**config.mk**
```make
export PLATFORM = sky130hd
export DESIGN_NAME = cpfc_frame
export DESIGN_NICKNAME = d
export VERILOG_FILES = /design/src/sv/cpfc_pkg.sv /design/src/sv/cpfc_frame.sv
export SDC_FILE = /design/constraint.sdc
export NUM_CORES = 1
export LEC_CHECK = 0
export BUFFER_PORTS_ARGS = -buffer_cell sky130_fd_sc_hd__clkbuf_2
export CORE_MARGIN = 4
export CORE_UTILIZATION = 55
export DETAILED_ROUTE_END_ITERATION = 6
export MAX_ROUTING_LAYER = met4
export PLACE_DENSITY = 0.88
export SYNTH_ARGS = -nofsm -noshare
export SYNTH_HDL_FRONTEND = slang
export SYNTH_SLANG_ARGS = --single-unit
```
**constraint.sdc**
```tcl
create_clock -name clk -period 6.15 [get_ports clk]
set_clock_uncertainty 0.05 [all_clocks]
set_input_delay 0.615 -clock clk [delete_from_list [all_inputs] [get_ports clk]]
set_output_delay 0.615 -clock clk [all_outputs]
set_load 0.02 [all_outputs]
```
**src/sv/cpfc_pkg.sv**
```systemverilog
// shared types, codes and the crc byte update for the frame checker
// used by every module of the block; depends on nothing else
package cpfc_pkg;

  localparam int MAX_PARAMS_DEFAULT = 64;

  localparam logic [15:0] CRC_POLY  = 16'h8005;
  localparam logic [10:0] COUNT_MAX = 11'h7FF;

  localparam logic [7:0] OWN_ID_RESET      = 8'hE1;
  localparam logic [7:0] SYNC_FIRST_RESET  = 8'hAA;
  localparam logic [7:0] SYNC_SECOND_RESET = 8'h55;

  // register indexes on the configuration port
  localparam logic [1:0] REG_OWN_ID      = 2'd0;
  localparam logic [1:0] REG_SYNC_FIRST  = 2'd1;
  localparam logic [1:0] REG_SYNC_SECOND = 2'd2;

  localparam logic [2:0] ROLE_HEADER      = 3'd0;
  localparam logic [2:0] ROLE_ID          = 3'd1;
  localparam logic [2:0] ROLE_LENGTH      = 3'd2;
  localparam logic [2:0] ROLE_INSTRUCTION = 3'd3;
  localparam logic [2:0] ROLE_PARAMETER   = 3'd4;
  localparam logic [2:0] ROLE_CRC         = 3'd5;

  localparam logic [1:0] VERDICT_OK      = 2'd0;
  localparam logic [1:0] VERDICT_FRAMING = 2'd1;
  localparam logic [1:0] VERDICT_NOADDR  = 2'd2;
  localparam logic [1:0] VERDICT_CRC     = 2'd3;

  typedef struct packed {
    logic [7:0] data_byte;
    logic       end_of_frame;
    logic       clear_errors;
  } rx_word_t;

  typedef struct packed {
    logic [7:0] byte_out;
    logic [2:0] byte_role;
    logic       frame_done;
    logic [1:0] verdict;
    logic [6:0] param_count;
    logic [1:0] sticky_errors;
  } res_word_t;

  // control from the frame tracker to the crc unit
  typedef struct packed {
    logic advance;
    logic feed;
    logic rearm;
  } crc_ctrl_t;

  typedef struct packed {
    logic [15:0] crc_next;
    logic [15:0] rx_crc;
  } crc_stat_t;

  // msb-first crc-16 update over one byte
  function automatic logic [15:0] crc16_feed(input logic [15:0] crc, input logic [7:0] b);
    logic [15:0] c;
    c = crc ^ {b, 8'h00};
    for (int k = 0; k < 8; k++) begin
      if (c[15]) begin
        c = {c[14:0], 1'b0} ^ CRC_POLY;
      end else begin
        c = {c[14:0], 1'b0};
      end
    end
    return c;
  endfunction

endpackage

```
**src/sv/cpfc_frame.sv**
```systemverilog
// frame position tracking, byte roles, verdict and sticky error flags
// depends on cpfc_pkg; takes the crc result from cpfc_crc
module cpfc_frame #(
  parameter int MAX_PARAMS = cpfc_pkg::MAX_PARAMS_DEFAULT
) (
  input  logic                 clk,
  input  logic                 rst,
  input  logic                 accept,
  input  cpfc_pkg::rx_word_t   rx,
  input  logic [7:0]           own_id,
  input  logic [7:0]           sync_first,
  input  logic [7:0]           sync_second,
  input  cpfc_pkg::crc_stat_t  crc_stat,
  output cpfc_pkg::crc_ctrl_t  crc_ctrl,
  output cpfc_pkg::res_word_t  res
);

  localparam logic [16:0] LEN_LIMIT = 17'(MAX_PARAMS + 3);

  logic [10:0] byte_count;
  logic [15:0] length_value;
  logic        header_good;
  logic        id_good;
  logic [1:0]  error_flags;

  logic [10:0] byte_count_next;
  logic [15:0] length_value_next;
  logic        header_good_next;
  logic        id_good_next;
  logic [1:0]  error_flags_next;
  logic [2:0]  role;
  logic [1:0]  verdict;
  logic [6:0]  pcount;
  logic [16:0] total;
  logic [16:0] len_ext;
  logic        len_bad;

  always_comb begin
    len_ext = {1'b0, length_value};
    if (byte_count < 11'd2) begin
      role = cpfc_pkg::ROLE_HEADER;
    end else if (byte_count == 11'd2) begin
      role = cpfc_pkg::ROLE_ID;
    end else if (byte_count < 11'd5) begin
      role = cpfc_pkg::ROLE_LENGTH;
    end else if (byte_count == 11'd5) begin
      role = cpfc_pkg::ROLE_INSTRUCTION;
    end else if (17'(byte_count) < len_ext + 17'd3) begin
      role = cpfc_pkg::ROLE_PARAMETER;
    end else begin
      role = cpfc_pkg::ROLE_CRC;
    end

    header_good_next = header_good
      & ~(byte_count == 11'd0 && rx.data_byte != sync_first)
      & ~(byte_count == 11'd1 && rx.data_byte != sync_second);
    id_good_next = id_good & ~(byte_count == 11'd2 && rx.data_byte != own_id);

    length_value_next = length_value;
    if (byte_count == 11'd3) begin
      length_value_next[7:0] = rx.data_byte;
    end
    if (byte_count == 11'd4) begin
      length_value_next[15:8] = rx.data_byte;
    end

    byte_count_next = (byte_count == cpfc_pkg::COUNT_MAX) ? byte_count : byte_count + 11'd1;

    // length rule on the length field as updated by this byte
    total   = 17'(byte_count) + 17'd1;
    len_bad = (length_value_next < 16'd3) || ({1'b0, length_value_next} > LEN_LIMIT)
           || (total != {1'b0, length_value_next} + 17'd5);

    verdict = cpfc_pkg::VERDICT_OK;
    pcount  = '0;
    if (rx.end_of_frame) begin
      if (!header_good_next) begin
        verdict = cpfc_pkg::VERDICT_FRAMING;
      end else if (!id_good_next) begin
        verdict = cpfc_pkg::VERDICT_NOADDR;
      end else if (len_bad) begin
        verdict = cpfc_pkg::VERDICT_FRAMING;
      end else if (crc_stat.crc_next != crc_stat.rx_crc) begin
        verdict = cpfc_pkg::VERDICT_CRC;
      end else begin
        pcount = 7'(length_value_next - 16'd3);
      end
    end

    // clear takes effect before this byte's error is recorded
    error_flags_next = rx.clear_errors ? 2'b00 : error_flags;
    error_flags_next[0] = error_flags_next[0] | (verdict == cpfc_pkg::VERDICT_FRAMING);
    error_flags_next[1] = error_flags_next[1] | (verdict == cpfc_pkg::VERDICT_CRC);
  end

  assign crc_ctrl.advance = accept;
  assign crc_ctrl.feed    = byte_count >= 11'd2;
  assign crc_ctrl.rearm   = rx.end_of_frame;

  assign res.byte_out      = rx.data_byte;
  assign res.byte_role     = role;
  assign res.frame_done    = rx.end_of_frame;
  assign res.verdict       = verdict;
  assign res.param_count   = pcount;
  assign res.sticky_errors = error_flags_next;

  always_ff @(posedge clk) begin
    if (rst) begin
      byte_count   <= '0;
      length_value <= '0;
      header_good  <= 1'b1;
      id_good      <= 1'b1;
      error_flags  <= '0;
    end else if (accept) begin
      error_flags <= error_flags_next;
      if (rx.end_of_frame) begin
        byte_count   <= '0;
        length_value <= '0;
        header_good  <= 1'b1;
        id_good      <= 1'b1;
      end else begin
        byte_count   <= byte_count_next;
        length_value <= length_value_next;
        header_good  <= header_good_next;
        id_good      <= id_good_next;
      end
    end
  end

`ifndef NO_ASSERTIONS
  a_rearm: assert property (@(posedge clk) disable iff (rst)
    accept && rx.end_of_frame |=> byte_count == 11'd0 && header_good && id_good)
    else $error("frame state not re-armed after last word");
  a_saturate: assert property (@(posedge clk) disable iff (rst)
    accept && !rx.end_of_frame && byte_count == cpfc_pkg::COUNT_MAX
      |=> byte_count == cpfc_pkg::COUNT_MAX)
    else $error("byte counter wrapped");
  a_ok_count: assert property (@(posedge clk) disable iff (rst)
    !rx.end_of_frame |-> verdict == cpfc_pkg::VERDICT_OK && pcount == 7'd0)
    else $error("verdict shown on a word that does not end a frame");
`endif

endmodule

```
==> metrics.txt, run 1 <==
status complete, no violations; max_cap viols 0; register share of total power around two fifths; vias per cell about 6.4; gr ovfl total 0; starting density of the core between 50% and 60%; CTS Sinks 31; DRC errors left 0; crit end category output port; number of global-route vias before repair 3,970; cts repair resizes 0; hold_buf cts 0; Synth Area per Inst between 7 and 8 um^2; initial antenna violation count 0; r2r worst-path depth 12; final hold vios 0; drt pass-1 iters 5; largest net degree at the start of global routing 28; Antenna Nets Post-Route 0; Worst Path Arrival 5.12 ns; H-tree levels 2; RSZ-0062 raised after global routing no; Reg clk slew, reported paths 0.07 ns; Final GP Congestion 1.02; Post-CTS Setup Bufs 0; sw power 0.156 mW; CP Launch Type flop; EDFF count, synth 0; Setup WS post-layout 0.363 ns; most area-hungry cell type in the Yosys netlist dfxtp_1; clk_lat worst skew 0.30 ns; P_leak between 1.5 and 2 nW; IO Count 95; post-synthesis cell type count slightly above 70; HP Class reg2reg; share of layout cells above drive strength 1 approximately 22%; drt initial violations approximately 410; most common cell in the netlist xor2_1; area of the core just under 7000 um^2; endpoints failing setup 0; clock share of power just over 40%; Net Sw Frac ~29%; Slew @ Worst Pin 0.878 ns; Bufs on Longest Clock Path 2; Die Span Y approximately 93 um; die area between 8000 and 9000 um^2; Max Clock Freq 173 MHz; Die Span X 92.7 um; Primary FF master, synth dfxtp_1; first-pass GRT wire length a little over 20,000 um; Seq/Total Area, Yosys between 10% and 20%; top cells by count, synth 52 x xor2_1, 44 x nor2_1, 43 x nand2_1; Async S/R FF share, synth 0%; worst slack at placement 0.799 ns; antenna cell count 0; Slew Viols, Final 0; Synth Register Bits 31; CP max FO 11; worst IR drop on VDD 0.0937 mV; CTS Buf Count 5; Tcrit/Tclk final a little over nine tenths; Pint about 0.38 mW; Final TNS setup 0 ns; global router's overall resource usage 31.5%; Hold Path Depth 1; synth top area cells dfxtp_1 16%, xor2_1 12%, ha_1 5.1%; combinational share of power between 20% and 30%; Warnings, synthesis 0; PwrDens 121 nW/um^2; Area growth syn-to-layout 11.6%; TritonCTS clock tree done; drt total wl 13,500 um; Setup CP Type reg2out; DR vias 4,339; syn nets 610; Mapped Area 3950 um^2; max_slew headroom between 40 and 50%; # rows 30; root buf cell clkbuf_8; IO buf count 94; DP HPWL 10,400 um; Tmin final 5.79 ns; post-synth top area share between 10% and 20%; nets 664; WL per Instance 19.9 um; Cells after Synth 525; CP required 5.48 ns
[cell type report]
| type | instances | area [um^2] |
|---|---|---|
| clock buffers | 6 | 82.6 |
| clock inverters | 2 | 35.0 |
| fillers | 646 | 2460 |
| inverters | 15 | 56.3 |
| multi-input cells | 431 | 3010 |
| flip-flops and latches | 31 | 621 |
| well taps | 96 | 120 |
| repair buffers | 95 | 478 |
[registers in the layout (all words and copies together), names as in the netlist]
name and cells:
id_good 1, error_flags 2, byte_count 11, header_good 1, length_value 16
[metal layers]
metal  part of all wire [%]  global-route usage [%]  wire (um)  vias to the layer above
met5                      0                       -          0                        -
met4                    2.8                    10.5        378                        0
met3                    8.9                    4.71       1200                       35
met2                     47                    50.2       6260                      248
met1                     42                    41.1       5620                     2027
li1                       -                       -          -                     2029
[power by group through the flow]
| stage | combinational (mW) | clock, mW | sequential [mW] |
|---|---|---|---|
| floorplan | 0.0668 | 0 | 0.208 |
| global placement | 0.105 | 0 | 0.209 |
| detailed placement | 0.108 | 0 | 0.209 |
| CTS | 0.108 | 0.217 | 0.204 |
| global route | 0.119 | 0.222 | 0.205 |
| finish | 0.110 | 0.217 | 0.205 |
[through the flow]
stage / instance area (um^2) / power [mW] / std cells / hold WS (ns) / utilization [%]
2_1_floorplan: 3950 / 0.275 / 525 / 0.402 / -
3_3_place_gp: 4290 / 0.314 / 668 / 0.414 / 62.4
3_5_place_dp: 4290 / 0.317 / 668 / 0.444 / 62.4
4_1_cts: 4410 / 0.530 / 676 / 0.462 / 64.2
5_1_grt: 4410 / 0.546 / 676 / 0.484 / 64.2
6_report: 4410 / 0.531 / 676 / 0.467 / 64.2
[worst max-delay path, cell delays in order, from the launching register on]
cell,delay [ns]
dfxtp_1,0.53
ha_1,0.38
nor2b_1,0.71
nand3_2,0.19
mux2_2,0.34
ha_1,0.30
nor2_1,0.11
nand4_1,0.20
a311oi_1,0.48
o2111ai_1,0.17
nor4b_1,0.22
or4b_1,0.65
a311oi_2,0.31
clkbuf_2,0.22
[cells in the final DEF, fill, tap and decap left out, drive strengths merged, types with 5 or more instances in the layout]
master	n
a21oi	26
a22oi	19
a31oi	5
and2	5
and3	6
clkbuf	100
dfxtp	31
ha	16
inv	14
mux2	8
mux2i	9
nand2	43
nand2b	5
nand3	18
nand4	15
nor2	44
nor2b	8
nor3	20
nor4	17
o211ai	5
o21a	5
o21ai	19
o31ai	8
or4	7
xnor2	10
xor2	52
[worst paths after layout]
check	start	end	slack, ns
worst max-delay path	byte_count[1]	res[4]	0.36
worst min-delay path	error_flags[1]	error_flags[1]	0.47
worst min register to register	error_flags[1]	error_flags[1]	0.47
worst max register to register	byte_count[1]	error_flags[0]	1.56
[logic make-up after synthesis]
kind of cell	share of synthesized area [%]
buffers and inverters	7.92
flip-flops	15.7
multiplexers	4.56
adder cells (fa/ha/maj)	5.07
XOR/XNOR	14.9
AND/OR/NAND/NOR	28.1
AO/OA/AOI/OAI	23.8
No activity file was read; power rests on OpenSTA's default activity.
==> run 2: changes to the inputs <==
--- a/config.mk
+++ b/config.mk
@@ -7,10 +7,11 @@
 export LEC_CHECK = 0
 export BUFFER_PORTS_ARGS = -buffer_cell sky130_fd_sc_hd__clkbuf_2
 export CORE_MARGIN = 4
-export CORE_UTILIZATION = 55
+export CORE_UTILIZATION = 45
 export DETAILED_ROUTE_END_ITERATION = 6
 export MAX_ROUTING_LAYER = met4
-export PLACE_DENSITY = 0.88
+export PLACE_DENSITY = 0.75
+export SLEW_MARGIN = 20
 export SYNTH_ARGS = -nofsm -noshare
 export SYNTH_HDL_FRONTEND = slang
 export SYNTH_SLANG_ARGS = --single-unit
==> constraint.sdc (replaced) <==
create_clock -name clk -period 6 [get_ports clk]
set_clock_uncertainty 0.05 [all_clocks]
set_input_delay 0.6 -clock clk [delete_from_list [all_inputs] [get_ports clk]]
set_output_delay 0.6 -clock clk [all_outputs]
set_load 0.02 [all_outputs]
==> run 2 against run 1 <==
Effect of this change: critical path depth did not move; design area down 0.17%; die area is 20% higher; sequential power rose by 2%; critical endpoint unchanged.
==> metrics.txt, run 2 (synthesis gave the netlist of run 1 again) <==
first-pass GRT wire length 21,400 um (was 20,800 um); drt total wl 13,500 um (about the same); DP HPWL 10,400 um (about the same); WL per Instance 19.7 um (was 19.9 um); starting density of the core 47.1% (was 57.5%); max reg flops 16 (unchanged); Inst Count DP 679 (was 668); largest net degree at the start of global routing 28 (unchanged); Tcrit/Tclk final between 90% and 100%; CTS Buf Count 5 (unchanged); Area growth syn-to-layout 11.4% (was 11.6%); RSZ-0062 raised after global routing no (unchanged); CTS Sinks 31 (unchanged); global router's overall resource usage 27.3% (was 31.5%); gr ovfl total 0 (unchanged); Worst Path Arrival 4.94 ns (was 5.12 ns); share of layout cells above drive strength 1 22.2% (was 22.1%); Slew @ Worst Pin 0.845 ns (was 0.878 ns); FF-to-FF setup slack 1.61 ns (was 1.56 ns); PwrDens 111 nW/um^2 (was 121 nW/um^2); endpoints failing setup 0 (unchanged); DRC errors left 0 (unchanged); nets 666 (was 664); max_cap viols 0 (unchanged); critical path depth 13 (unchanged); Setup CP Type reg2out (unchanged); number of global-route vias before repair 3,993 (was 3,970); fin util 52.5% (was 64.2%); top cell family by delay on the critical path simple AND/OR/NAND/NOR gates (unchanged); H-tree levels 2 (unchanged); most common cell after layout, fill and taps aside clkbuf_2 (unchanged); dpl cell area 4320 um^2 (was 4290 um^2); WP buf/inv 1 (unchanged); Post-CTS Setup Bufs 0 (unchanged); cts repair resizes 0 (unchanged); leading cell types in the layout, fill and taps excluded 94 x clkbuf_2, 52 x xor2_1, 44 x nor2_1 (unchanged); Slew Viols, Final 0 (unchanged); CP max FO 11 (unchanged); Reg clk slew, reported paths 0.07 ns (about the same); Antenna Nets Post-Route 0 (unchanged); DR vias 4,285 (was 4,339); Max Clock Freq 179 MHz; area of the core 8380 um^2 (was 6870 um^2); Die Span Y 102 um (was 92.7 um); Final GP Congestion 0.928 (was 1.02); Hold Path Depth 2 (was 1); Final TNS setup 0 ns (unchanged); crit path cell chain ha_1 > nor2b_2 > nand3_2 > mux2_2 > ha_1 > nor2_1 > nand4_1 > a311oi_1 > o2111ai_1 > nor4b_1 > or4b_1 > a311oi_2 > clkbuf_2 (was ha_1 > nor2b_1 > nand3_2 > mux2_2 > ha_1 > nor2_1 > nand4_1 > a311oi_1 > o2111ai_1 > nor4b_1 > or4b_1 > a311oi_2 > clkbuf_2); root buf cell clkbuf_8 (unchanged); drt pass-1 iters 5 (unchanged); max incr delay on CP 0.64 ns (was 0.71 ns); Largest Register length_value (unchanged); CP Launch Type flop (unchanged); Final Cell Area 4400 um^2 (was 4410 um^2); worst IR drop on VDD 0.0947 mV (was 0.0937 mV); r2r worst-path depth 12 (unchanged); Tmin final 5.59 ns; largest registers length_value (16), byte_count (11), error_flags (2) (unchanged); post-route insts no fill 687 (was 676); CP max stage cell or4b_1 (was nor2b_1); FILL cells 839 (was 646); vias per cell 6.24 (was 6.42); clk_lat worst skew 0.30 ns (about the same); die area 10,300 um^2 (was 8600 um^2); drt initial violations 309 (was 413); TritonCTS clock tree done (unchanged); status complete, no violations (unchanged); # rows 33 (was 30); P_leak 1.89 nW (about the same); CP required 5.35 ns (was 5.48 ns); Die Span X 102 um (was 92.7 um); crit end category output port (unchanged); hold_buf cts 0 (unchanged); final hold vios 0 (unchanged); Bufs on Longest Clock Path 2 (unchanged); antenna cell count 0 (unchanged); HP Class reg2reg (unchanged); initial antenna violation count 0 (unchanged); IO Count 95 (unchanged); IO buf count 94 (unchanged); CP dominant cell by count ha_1 (unchanged); max_slew headroom 43.3% (was 41.2%)
-- run 2: final timing paths --
| kind | start | to |
|---|---|---|
| setup / recovery | byte_count[1] | res[4] |
| setup reg to reg | byte_count[1] | error_flags[0] |
| hold reg to reg | id_good | id_good |
| hold / removal | id_good | id_good |
-- run 2: final cells by class --
class | instances | area [um^2] | area share (%)
clock buffer | 7 | 76.3 | 1.73
multi-input combinational | 431 | 3020 | 68.6
tap | 105 | 131 | 2.99
timing repair buffer | 97 | 493 | 11.2
inverter | 15 | 56.3 | 1.28
sequential | 31 | 621 | 14.1
clock inverter | 1 | 5.00 | 0.114
-- run 2: report_power, final --
part	switching, mW	total, mW	internal [mW]
combinational	0.0695	0.113	0.0431
clock	0.0861	0.168	0.0814
sequential	0.00225	0.210	0.208
total	0.158	0.490	0.332
-- run 2: layer usage --
layer,share of wire [%],track usage (%),vias up
li1,-,-,2041
met1,45,37.2,1985
met5,0,-,-
met4,3.0,10.0,0
met2,44,40.7,226
met3,8.4,4.34,33
-- run 2: worst reg2reg max path, stage by stage, from the launching register on --
cell and delay [ns]:
dfxtp_1 0.52, ha_1 0.39, nor2b_2 0.47, nand3_2 0.17, mux2_2 0.35, ha_1 0.31, nor2_1 0.12, nand4_1 0.21
a311oi_1 0.49, o22ai_1 0.14, or4_1 0.55, nor3_2 0.38, o31ai_1 0.14
-- run 2: metrics by stage --
stage / hold slack [ns] / power (mW) / setup WS (ns)
final: 0.439 / 0.490 / 0.410
after global routing: 0.470 / 0.510 / 0.164
after floorplan: 0.402 / 0.282 / 0.957
after global placement: 0.410 / 0.324 / 0.763
after detailed placement: 0.422 / 0.325 / 0.639
after CTS: 0.440 / 0.490 / 0.298
